--- config.mk ---
export PLATFORM = sky130hd
export DESIGN_NAME = duart_receive_channel_regs
export DESIGN_NICKNAME = d
export VERILOG_FILES = /design/src/hdl/duart_pkg.sv /design/src/hdl/duart_receive_channel_regs.sv
export VERILOG_INCLUDE_DIRS = /design/src /design/src/hdl
export SDC_FILE = /design/constraint.sdc
export NUM_CORES = 1
export LEC_CHECK = 0
export ABC_AREA = 0
export BUFFER_PORTS_ARGS = -buffer_cell sky130_fd_sc_hd__buf_2
export CAP_MARGIN = 30
export CORE_ASPECT_RATIO = 0.7
export CORE_MARGIN = 5
export CORE_UTILIZATION = 30
export DETAILED_ROUTE_END_ITERATION = 6
export PLACE_DENSITY_LB_ADDON = 0.12
export SLEW_MARGIN = 30
export SYNTH_ARGS = -nofsm -noshare
export SYNTH_HDL_FRONTEND = slang
export SYNTH_SLANG_ARGS = --single-unit
--- constraint.sdc ---
create_clock -name clk -period 8 [get_ports clk]
set_clock_uncertainty 0.05 [all_clocks]
set_input_delay 1.6 -clock clk [delete_from_list [all_inputs] [get_ports clk]]
set_output_delay 1.6 -clock clk [all_outputs]
set_load 0.02 [all_outputs]
--- src/hdl/assert_macros.svh ---
// assertion macros used by the duart channel rtl
`ifndef ASSERT_MACROS_SVH
`define ASSERT_MACROS_SVH

// property that must hold at every clock edge outside reset
`define ASSERT_CLK(name, prop, msg) \
  name: assert property (@(posedge clk) disable iff (!rst_n) prop) else $error(msg);

// condition that must never be seen outside reset
`define ASSERT_NEVER(name, cond, msg) \
  name: assert property (@(posedge clk) disable iff (!rst_n) !(cond)) else $error(msg);

`endif

--- src/hdl/duart_pkg.sv ---
// types and constants for the duart receive channel register block
package duart_pkg;

  // operation carried by each input transfer
  typedef enum logic [1:0] {
    OP_TICK      = 2'd0,
    OP_HOST_BYTE = 2'd1,
    OP_REG_READ  = 2'd2,
    OP_REG_WRITE = 2'd3
  } op_t;

  // channel register map
  typedef enum logic [2:0] {
    REG_MR       = 3'd0,
    REG_SR_CSR   = 3'd1,
    REG_CR       = 3'd2,
    REG_RB_TB    = 3'd3,
    REG_IPCR_ACR = 3'd4,
    REG_ISR_IMR  = 3'd5,
    REG_CTR_UP   = 3'd6,
    REG_CTR_LO   = 3'd7
  } reg_addr_t;

  // command register upper nibble codes
  localparam logic [3:0] CR_CMD_RESET_MR_PTR = 4'h1;
  localparam logic [3:0] CR_CMD_RESET_RX     = 4'h2;

  // command register enable / disable bits
  localparam int CR_RX_ENABLE  = 0;
  localparam int CR_RX_DISABLE = 1;
  localparam int CR_TX_ENABLE  = 2;
  localparam int CR_TX_DISABLE = 3;

  // status and interrupt status bits
  localparam logic [7:0] SR_TX_RDY_EMT = 8'h0C;
  localparam logic [7:0] SR_RX_RDY     = 8'h01;
  localparam logic [7:0] ISR_TX_RDY    = 8'h01;
  localparam logic [7:0] ISR_RX_RDY    = 8'h02;

  localparam logic [15:0] CYCLES_PER_BYTE_RST = 16'd6720;

endpackage

--- src/hdl/duart_receive_channel_regs.sv ---
// one duart channel behind eight byte registers with a paced host receive queue
//
// Input channel (in_): one transfer per operation, selected by in_tuser:
// a time tick, a byte from the host, a register read or a register write.
// Output channel (out_): exactly one result transfer per input transfer, in
// order, carrying read data, a transmit byte and the interrupt/overflow flags.
// Host bytes wait in a QUEUE_DEPTH entry queue held in a memory; a tick
// counts the pacing counter down and, once it has run out, moves the oldest
// queued byte into the receive holding register if the receiver is enabled
// and empty. cfg_wr_en/cfg_wr_data set the pacing count (cycles per byte).
// The result passes through the input register and then the result
// register. Throughput: one transfer per cycle while out_tready is high;
// the queue head is prefetched into a register so a load need not wait
// for a memory read. Reset (rst_n low at a clock edge) empties the
// queue, clears all channel registers and sets the pacing count to 6720.
// When the result side stalls, the result register and the input
// register both fill, then in_tready drops until out_tready returns;
// nothing is lost or repeated.
`include "assert_macros.svh"

module duart_receive_channel_regs
  import duart_pkg::*;
#(
  parameter int QUEUE_DEPTH = 16
) (
  input  logic        clk,
  input  logic        rst_n,
  // configuration: cycles per received byte
  input  logic        cfg_wr_en,
  input  logic [15:0] cfg_wr_data,
  // input channel
  input  logic        in_tvalid,
  output logic        in_tready,
  // in_tdata: delta_cycles[15:0], reg_addr[18:16], write_data[26:19],
  // host_byte[34:27], zero pad[39:35]
  input  logic [39:0] in_tdata,
  // in_tuser: operation[1:0]
  input  logic [1:0]  in_tuser,
  // result channel
  output logic        out_tvalid,
  input  logic        out_tready,
  // out_tdata: read_data[7:0], tx_byte[15:8], rx_interrupt[16],
  // queue_overflow[17], zero pad[23:18]
  output logic [23:0] out_tdata,
  // out_tuser: read_valid[0], tx_valid[1]
  output logic [1:0]  out_tuser
);

  localparam int IDX_W = $clog2(QUEUE_DEPTH);
  localparam int CNT_W = $clog2(QUEUE_DEPTH + 1);
  localparam logic [IDX_W-1:0] LAST_IDX  = IDX_W'(QUEUE_DEPTH - 1);
  localparam logic [CNT_W-1:0] FULL_CNT  = CNT_W'(QUEUE_DEPTH);

  // configuration
  logic [15:0] cpb_r;

  // input register
  logic        in_valid_r;
  op_t         op_r;
  logic [15:0] delta_r;
  reg_addr_t   addr_r;
  logic [7:0]  wdata_r;
  logic [7:0]  hbyte_r;

  // result register
  logic        out_valid_r;
  logic [23:0] out_tdata_r;
  logic [1:0]  out_tuser_r;

  // channel state
  logic [7:0]  mode0_r, mode0_nxt;
  logic [7:0]  mode1_r, mode1_nxt;
  logic        mode_ptr_r, mode_ptr_nxt;
  logic [7:0]  csr_r, csr_nxt;
  logic [7:0]  acr_r, acr_nxt;
  logic [7:0]  imr_r, imr_nxt;
  logic [7:0]  rx_hold_r, rx_hold_nxt;
  logic        rx_full_r, rx_full_nxt;
  logic        rx_en_r, rx_en_nxt;
  logic        tx_en_r, tx_en_nxt;
  logic [15:0] pace_r, pace_nxt;

  // queue
  logic [7:0]       queue_mem [QUEUE_DEPTH];
  logic [IDX_W-1:0] head_r, head_nxt;
  logic [IDX_W-1:0] tail_r, tail_nxt;
  logic [CNT_W-1:0] count_r, count_nxt;
  logic [7:0]       head_data_r;
  logic             q_wr_en;

  // result fields
  logic        read_valid_nxt;
  logic [7:0]  read_data_nxt;
  logic        tx_valid_nxt;
  logic [7:0]  tx_byte_nxt;
  logic        irq_nxt;
  logic        ovf_nxt;

  logic        advance;
  logic        q_empty;
  logic        q_full;

  // handshake: input register moves on when the result register is free
  assign advance    = in_valid_r & (~out_valid_r | out_tready);
  assign in_tready  = ~in_valid_r | advance;
  assign out_tvalid = out_valid_r;
  assign out_tdata  = out_tdata_r;
  assign out_tuser  = out_tuser_r;

  assign q_empty = (count_r == '0);
  assign q_full  = (count_r == FULL_CNT);

  // configuration register
  always_ff @(posedge clk) begin
    if (!rst_n) begin
      cpb_r <= CYCLES_PER_BYTE_RST;
    end else if (cfg_wr_en) begin
      cpb_r <= cfg_wr_data;
    end
  end

  // input register
  always_ff @(posedge clk) begin
    if (!rst_n) begin
      in_valid_r <= 1'b0;
    end else if (in_tready) begin
      in_valid_r <= in_tvalid;
    end
  end

  always_ff @(posedge clk) begin
    if (in_tready && in_tvalid) begin
      op_r    <= op_t'(in_tuser);
      delta_r <= in_tdata[15:0];
      addr_r  <= reg_addr_t'(in_tdata[18:16]);
      wdata_r <= in_tdata[26:19];
      hbyte_r <= in_tdata[34:27];
    end
  end

  // operation decode and next state
  always_comb begin
    mode0_nxt      = mode0_r;
    mode1_nxt      = mode1_r;
    mode_ptr_nxt   = mode_ptr_r;
    csr_nxt        = csr_r;
    acr_nxt        = acr_r;
    imr_nxt        = imr_r;
    rx_hold_nxt    = rx_hold_r;
    rx_full_nxt    = rx_full_r;
    rx_en_nxt      = rx_en_r;
    tx_en_nxt      = tx_en_r;
    pace_nxt       = pace_r;
    head_nxt       = head_r;
    tail_nxt       = tail_r;
    count_nxt      = count_r;
    q_wr_en        = 1'b0;
    read_valid_nxt = 1'b0;
    read_data_nxt  = '0;
    tx_valid_nxt   = 1'b0;
    tx_byte_nxt    = '0;
    irq_nxt        = 1'b0;
    ovf_nxt        = 1'b0;

    if (advance) begin
      unique case (op_r)
        OP_TICK: begin
          if (pace_r > delta_r) begin
            pace_nxt = pace_r - delta_r;
          end else if (!rx_full_r && rx_en_r && !q_empty) begin
            // pacing ran out: load the oldest queued byte
            rx_hold_nxt = head_data_r;
            head_nxt    = (head_r == LAST_IDX) ? '0 : head_r + 1'b1;
            count_nxt   = count_r - 1'b1;
            rx_full_nxt = 1'b1;
            pace_nxt    = cpb_r;
            irq_nxt     = 1'b1;
          end else begin
            pace_nxt = '0;
          end
        end
        OP_HOST_BYTE: begin
          if (q_full) begin
            ovf_nxt = 1'b1;
          end else begin
            q_wr_en   = 1'b1;
            tail_nxt  = (tail_r == LAST_IDX) ? '0 : tail_r + 1'b1;
            count_nxt = count_r + 1'b1;
          end
        end
        OP_REG_READ: begin
          read_valid_nxt = 1'b1;
          unique case (addr_r)
            REG_MR:      read_data_nxt = mode_ptr_r ? mode1_r : mode0_r;
            REG_SR_CSR:  read_data_nxt = SR_TX_RDY_EMT | (rx_full_r ? SR_RX_RDY : 8'h00);
            REG_RB_TB: begin
              read_data_nxt = rx_hold_r;
              rx_full_nxt   = 1'b0;
            end
            REG_ISR_IMR: read_data_nxt = ISR_TX_RDY | (rx_full_r ? ISR_RX_RDY : 8'h00);
            REG_CR, REG_IPCR_ACR, REG_CTR_UP, REG_CTR_LO: read_data_nxt = '0;
          endcase
        end
        OP_REG_WRITE: begin
          unique case (addr_r)
            REG_MR: begin
              if (mode_ptr_r) begin
                mode1_nxt = wdata_r;
              end else begin
                mode0_nxt = wdata_r;
              end
              mode_ptr_nxt = 1'b1;
            end
            REG_SR_CSR:   csr_nxt = wdata_r;
            REG_CR: begin
              // command nibble, then enable/disable bits (disable wins)
              if (wdata_r[7:4] == CR_CMD_RESET_MR_PTR) begin
                mode_ptr_nxt = 1'b0;
              end else if (wdata_r[7:4] == CR_CMD_RESET_RX) begin
                rx_full_nxt = 1'b0;
              end
              if (wdata_r[CR_RX_ENABLE])  rx_en_nxt = 1'b1;
              if (wdata_r[CR_RX_DISABLE]) rx_en_nxt = 1'b0;
              if (wdata_r[CR_TX_ENABLE])  tx_en_nxt = 1'b1;
              if (wdata_r[CR_TX_DISABLE]) tx_en_nxt = 1'b0;
            end
            REG_RB_TB: begin
              tx_valid_nxt = 1'b1;
              tx_byte_nxt  = wdata_r;
            end
            REG_IPCR_ACR: acr_nxt = wdata_r;
            REG_ISR_IMR:  imr_nxt = wdata_r;
            REG_CTR_UP, REG_CTR_LO: ;
          endcase
        end
      endcase
    end
  end

  // channel state registers
  always_ff @(posedge clk) begin
    if (!rst_n) begin
      mode0_r    <= '0;
      mode1_r    <= '0;
      mode_ptr_r <= 1'b0;
      csr_r      <= '0;
      acr_r      <= '0;
      imr_r      <= '0;
      rx_hold_r  <= '0;
      rx_full_r  <= 1'b0;
      rx_en_r    <= 1'b0;
      tx_en_r    <= 1'b0;
      pace_r     <= '0;
      head_r     <= '0;
      tail_r     <= '0;
      count_r    <= '0;
    end else begin
      mode0_r    <= mode0_nxt;
      mode1_r    <= mode1_nxt;
      mode_ptr_r <= mode_ptr_nxt;
      csr_r      <= csr_nxt;
      acr_r      <= acr_nxt;
      imr_r      <= imr_nxt;
      rx_hold_r  <= rx_hold_nxt;
      rx_full_r  <= rx_full_nxt;
      rx_en_r    <= rx_en_nxt;
      tx_en_r    <= tx_en_nxt;
      pace_r     <= pace_nxt;
      head_r     <= head_nxt;
      tail_r     <= tail_nxt;
      count_r    <= count_nxt;
    end
  end

  // queue memory with registered head prefetch, bypassed on a write to the new head
  always_ff @(posedge clk) begin
    if (q_wr_en) begin
      queue_mem[tail_r] <= hbyte_r;
    end
    if (q_wr_en && (tail_r == head_nxt)) begin
      head_data_r <= hbyte_r;
    end else begin
      head_data_r <= queue_mem[head_nxt];
    end
  end

  // result register
  always_ff @(posedge clk) begin
    if (!rst_n) begin
      out_valid_r <= 1'b0;
    end else if (advance) begin
      out_valid_r <= 1'b1;
    end else if (out_tready) begin
      out_valid_r <= 1'b0;
    end
  end

  always_ff @(posedge clk) begin
    if (advance) begin
      out_tdata_r <= {6'b0, ovf_nxt, irq_nxt, tx_byte_nxt, read_data_nxt};
      out_tuser_r <= {tx_valid_nxt, read_valid_nxt};
    end
  end

  // checks
  `ASSERT_NEVER(a_count_in_range, count_r > FULL_CNT, "queue count above depth")
  `ASSERT_CLK(a_empty_ptrs_meet, (count_r == '0) |-> (head_r == tail_r),
              "empty queue with head and tail apart")
  `ASSERT_CLK(a_load_sets_full, (advance && irq_nxt) |=> rx_full_r,
              "receiver load did not set full")
  `ASSERT_CLK(a_load_restarts_pace, (advance && irq_nxt) |=> (pace_r == $past(cpb_r)),
              "pacing counter not restarted after load")

endmodule
==> impl_metrics.csv <==
group,metric,value,unit
status,status,"complete, no violations",
power_and_ir_drop,clkPwrFrac,0.430,
setup_path,cp_common_cell,"buf_2",
clock_network,clk_pin_slew,0.07,ns
setup_path,crit_chain,"buf_2, nor2b_1, nand2_1, buf_2",
die,core_area,0.0371,sq mm
setup_path,cp.arrival,2.16,ns
setup_path,crit_path_end,"in_tready",
clock_network,clock_latency,0.55,ns
global_routing,overflow,0,
power_and_ir_drop,p_sw_frac,0.224,
global_routing,met3_usage,0.0255,
global_routing,first_global_vias,6807,
setup_path,rr_worst_depth,8,
drt,via_count,6850,
logic_synthesis,synth.distinct_cells,68,
sta,timing.final.max_slew_violations,0,
clock_network,cts_resized,0,
power_and_ir_drop,p_int,2.21,mW
sta,relSlewSlack,0.323,
logic_synthesis,synth-edff-count,185,
global_routing,grt_max_degree,39,
global_routing,met2_usage,0.183,
setup_path,cpLargestDelayFamily,"simple AND/OR/NAND/NOR gates",
global_routing,globalRoute.busiestLayer,"met1",
power_and_ir_drop,power_frac_seq,0.530,
die,die_y,172,um
final_layout,nNetsFinal,990,
sta,finalSetupViolCount,0,
setup_path,cp-startpoint,"out_tready",
drt,drtAntennaViolNets,0,
drt,viasPerCell,4.86,
setup_path,cp-end-kind,"output port",
setup_path,r2r_slack,4.41,ns
clock_network,cts_tree,"yes",
global_routing,grt.met1_usage,0.209,
logic_synthesis,synthArstFlopShare,0,
sta,rsz0062_at_grt,"no",
die,die_w,242,um
drt,routed_wl,27600,um
setup_path,timing.rr.start,"delta_r[0]",
clock_network,cts-buffers-inserted,27,
clock_network,cts_sinks,263,
final_layout,areaGrowthSynthToFinish,15.8,%
sta,finalCritPeriodShare,0.476,
die,rows,59,
final_layout,nFillCells,3631,
placement,port_buffers,79,
setup_path,slowest_delay,0.20,ns
setup_path,worst-path-buf-inv,2,
power_and_ir_drop,power_density,218,mW/mm^2
setup_path,cp_num_cells,4,
global_routing,grt_pass1_wl,42600,um
logic_synthesis,syn-cell-area,0.0113,sq mm
drt,drt_iter0_markers,440,
final_layout,postLayoutCellArea,0.0131,sq mm
power_and_ir_drop,switchingPower,0.638,mW
setup_path,path_max_fanout,3,
job,cap_violations,0,
final_layout,layout-drive-gt1-share,0.209,
die,die_area,0.0416,sq mm
drt,wl_per_cell,19.6,um
setup_path,worst-setup-path-type,"in2out",
power_and_ir_drop,pwr-share-comb,0.040,
setup_path,critical-path-slowest-cell,"nor2b_1",
global_routing,antenna_found_initial,0,
final_layout,num_antenna_cells,0,
die,start_util,0.304,
placement,hpwl,18500,um
sta,finalHoldViolCount,0,
logic_synthesis,yosysWarnings,0,
drt,dr.pass1.iters,4,
sta,max_slew.worst_pin.slew,1.01,ns
setup_path,start_kind,"input port",
global_routing,grt_usage,0.131,
logic_synthesis,synth_area_per_cell,13.7,sq um
logic_synthesis,synth.ff_latch_count,263,
sta,setup_tns,0,ns
setup_path,required,6.35,ns
placement,place_area,0.0122,sq mm
clock_network,post_cts_buffers,0,
min_path,min_path_type,"reg2reg",
power_and_ir_drop,ir_drop,0.162,mV
logic_synthesis,yosysSeqAreaShare,0.631,
logic_synthesis,synthCells,822,
clock_network,cts_htree_levels,1,
drt,drc,0,
die,num_io_pins,91,
clock_network,cts_root_buffer,"clkbuf_16",
clock_network,holdBufCountCts,0,
power_and_ir_drop,p_leak,4.56,nW
logic_synthesis,synth_top_flop_cell,"edfxtp_1",
placement,gp_congestion,0.764,
sta,fmax,263,MHz
sta,fin_crit,3.81,ns
setup_path,rr_endpoint,"pace_r[13]",
clock_network,clk_path_buf_depth,3,
[routing by layer]
metal	vias up	routed length [um]
li1	3268	-
met1	3432	14800
met2	115	11100
met3	35	1150
met4	0	517
met5	-	0
[Yosys cell counts, drive strengths merged, types with 3 or more instances]
cell,n,area (sq um)
nand4,6,37.5
a22oi,4,30.0
xnor2,9,78.8
and3,10,62.6
dfxtp,78,1560
a21o,7,52.6
mux2i,41,410
nor3b,3,27.5
a32oi,4,35.0
ha,24,300
nand3b,3,22.5
nor3,11,55.1
clkbuf,22,82.6
mux4,40,901
nor2,81,304
nand3,13,65.1
mux2,4,52.6
edfxtp,185,5560
o31ai,3,27.5
inv,25,93.8
o211ai,6,45.0
xor2,6,52.6
a211oi,6,60.1
nor4,5,37.5
o21ai,22,110
buf,18,111
o21a,4,30.0
o31a,3,26.3
a31oi,11,68.8
nor2b,5,31.3
nand2b,12,75.1
a21oi,49,257
nand2,52,195
o22ai,4,25.0
and2,16,100
[registers in the layout (all words and copies together) (netlist names), 2 cells and up, named ones only]
register   flops
addr_r         3
count_r        5
cpb_r         16
delta_r       16
hbyte_r        8
head_r         4
mode0_r        8
mode1_r        8
op_r           2
out_tdata     18
out_tuser      2
pace_r        16
queue_mem    128
rx_hold_r      8
tail_r         4
wdata_r        8
[cell families (layout without fill, tap and decap cells)]
logic type / count (synthesis) / after routing / synth area share
compound gates: 141 / 141 / 0.0842
xor+xnor: 15 / 15 / 0.0117
simple gates: 225 / 225 / 0.0955
buf+inv: 66 / 161 / 0.0259
fa+ha+maj: 26 / 26 / 0.0302
flops: 263 / 263 / 0.631
other cells: 1 / 6 / 0.000333
mux: 85 / 85 / 0.121
[final cells by class]
cell class / count / area [sq um] / share of cell area
repair buffers: 85 / 440 / 0.0337
inverters: 26 / 97.6 / 0.00747
well taps: 488 / 611 / 0.0468
flip-flops and latches: 263 / 7120 / 0.545
multi-input cells: 498 / 3940 / 0.302
clock buffers: 37 / 743 / 0.0569
clock inverters: 13 / 109 / 0.00834
[cells in the final DEF (no fill, tap or decap), drive strengths merged, types with 12 or more instances in the layout]
cell type | netlist | layout
inv | 25 | 27
edfxtp | 185 | 185
mux4 | 40 | 40
a21oi | 49 | 49
dfxtp | 78 | 78
o21ai | 22 | 22
nand3 | 13 | 13
nand2b | 12 | 12
and2 | 16 | 16
nand2 | 52 | 52
clkbuf | 22 | 37
ha | 24 | 24
buf | 18 | 85
mux2i | 41 | 41
nor2 | 81 | 81
[worst min-delay path by stage]
stage	end	from	depth (start not counted)	slack (ns)
global route	pace_r[6]	cpb_r[6]	2	0.43
detailed placement	rx_hold_r[2]	rx_hold_r[2]	2	0.41
global placement	pace_r[1]	cpb_r[1]	2	0.40
finish	pace_r[6]	cpb_r[6]	2	0.41
floorplan	rx_hold_r[2]	rx_hold_r[2]	2	0.38
CTS	pace_r[6]	cpb_r[6]	2	0.41
[tightest hold or removal path: stages, from the launching register on]
cell	delay, ns
dfxtp_1	0.31
nand3_1	0.06
a21oi_1	0.05
[power by group through the flow]
stage / registers, mW / logic, mW / clock network (mW)
floorplan: 1.53 / 0.0728 / 0
global placement: 1.54 / 0.115 / 0
detailed placement: 1.54 / 0.115 / 0
CTS: 1.51 / 0.116 / 1.27
global route: 1.52 / 0.127 / 1.33
finish: 1.51 / 0.114 / 1.22
[per-stage QoR]
step	hold WS, ns	cells	power [mW]	setup slack (ns)	util
floorplan	0.382	827	1.61	4.42	-
finish	0.406	1410	2.85	4.19	0.352
global placement	0.405	1360	1.66	3.74	0.328
global route	0.432	1410	2.97	4.10	0.352
CTS	0.409	1410	2.89	4.18	0.351
detailed placement	0.410	1360	1.66	3.73	0.328
Power figures use the tool's default switching activity.
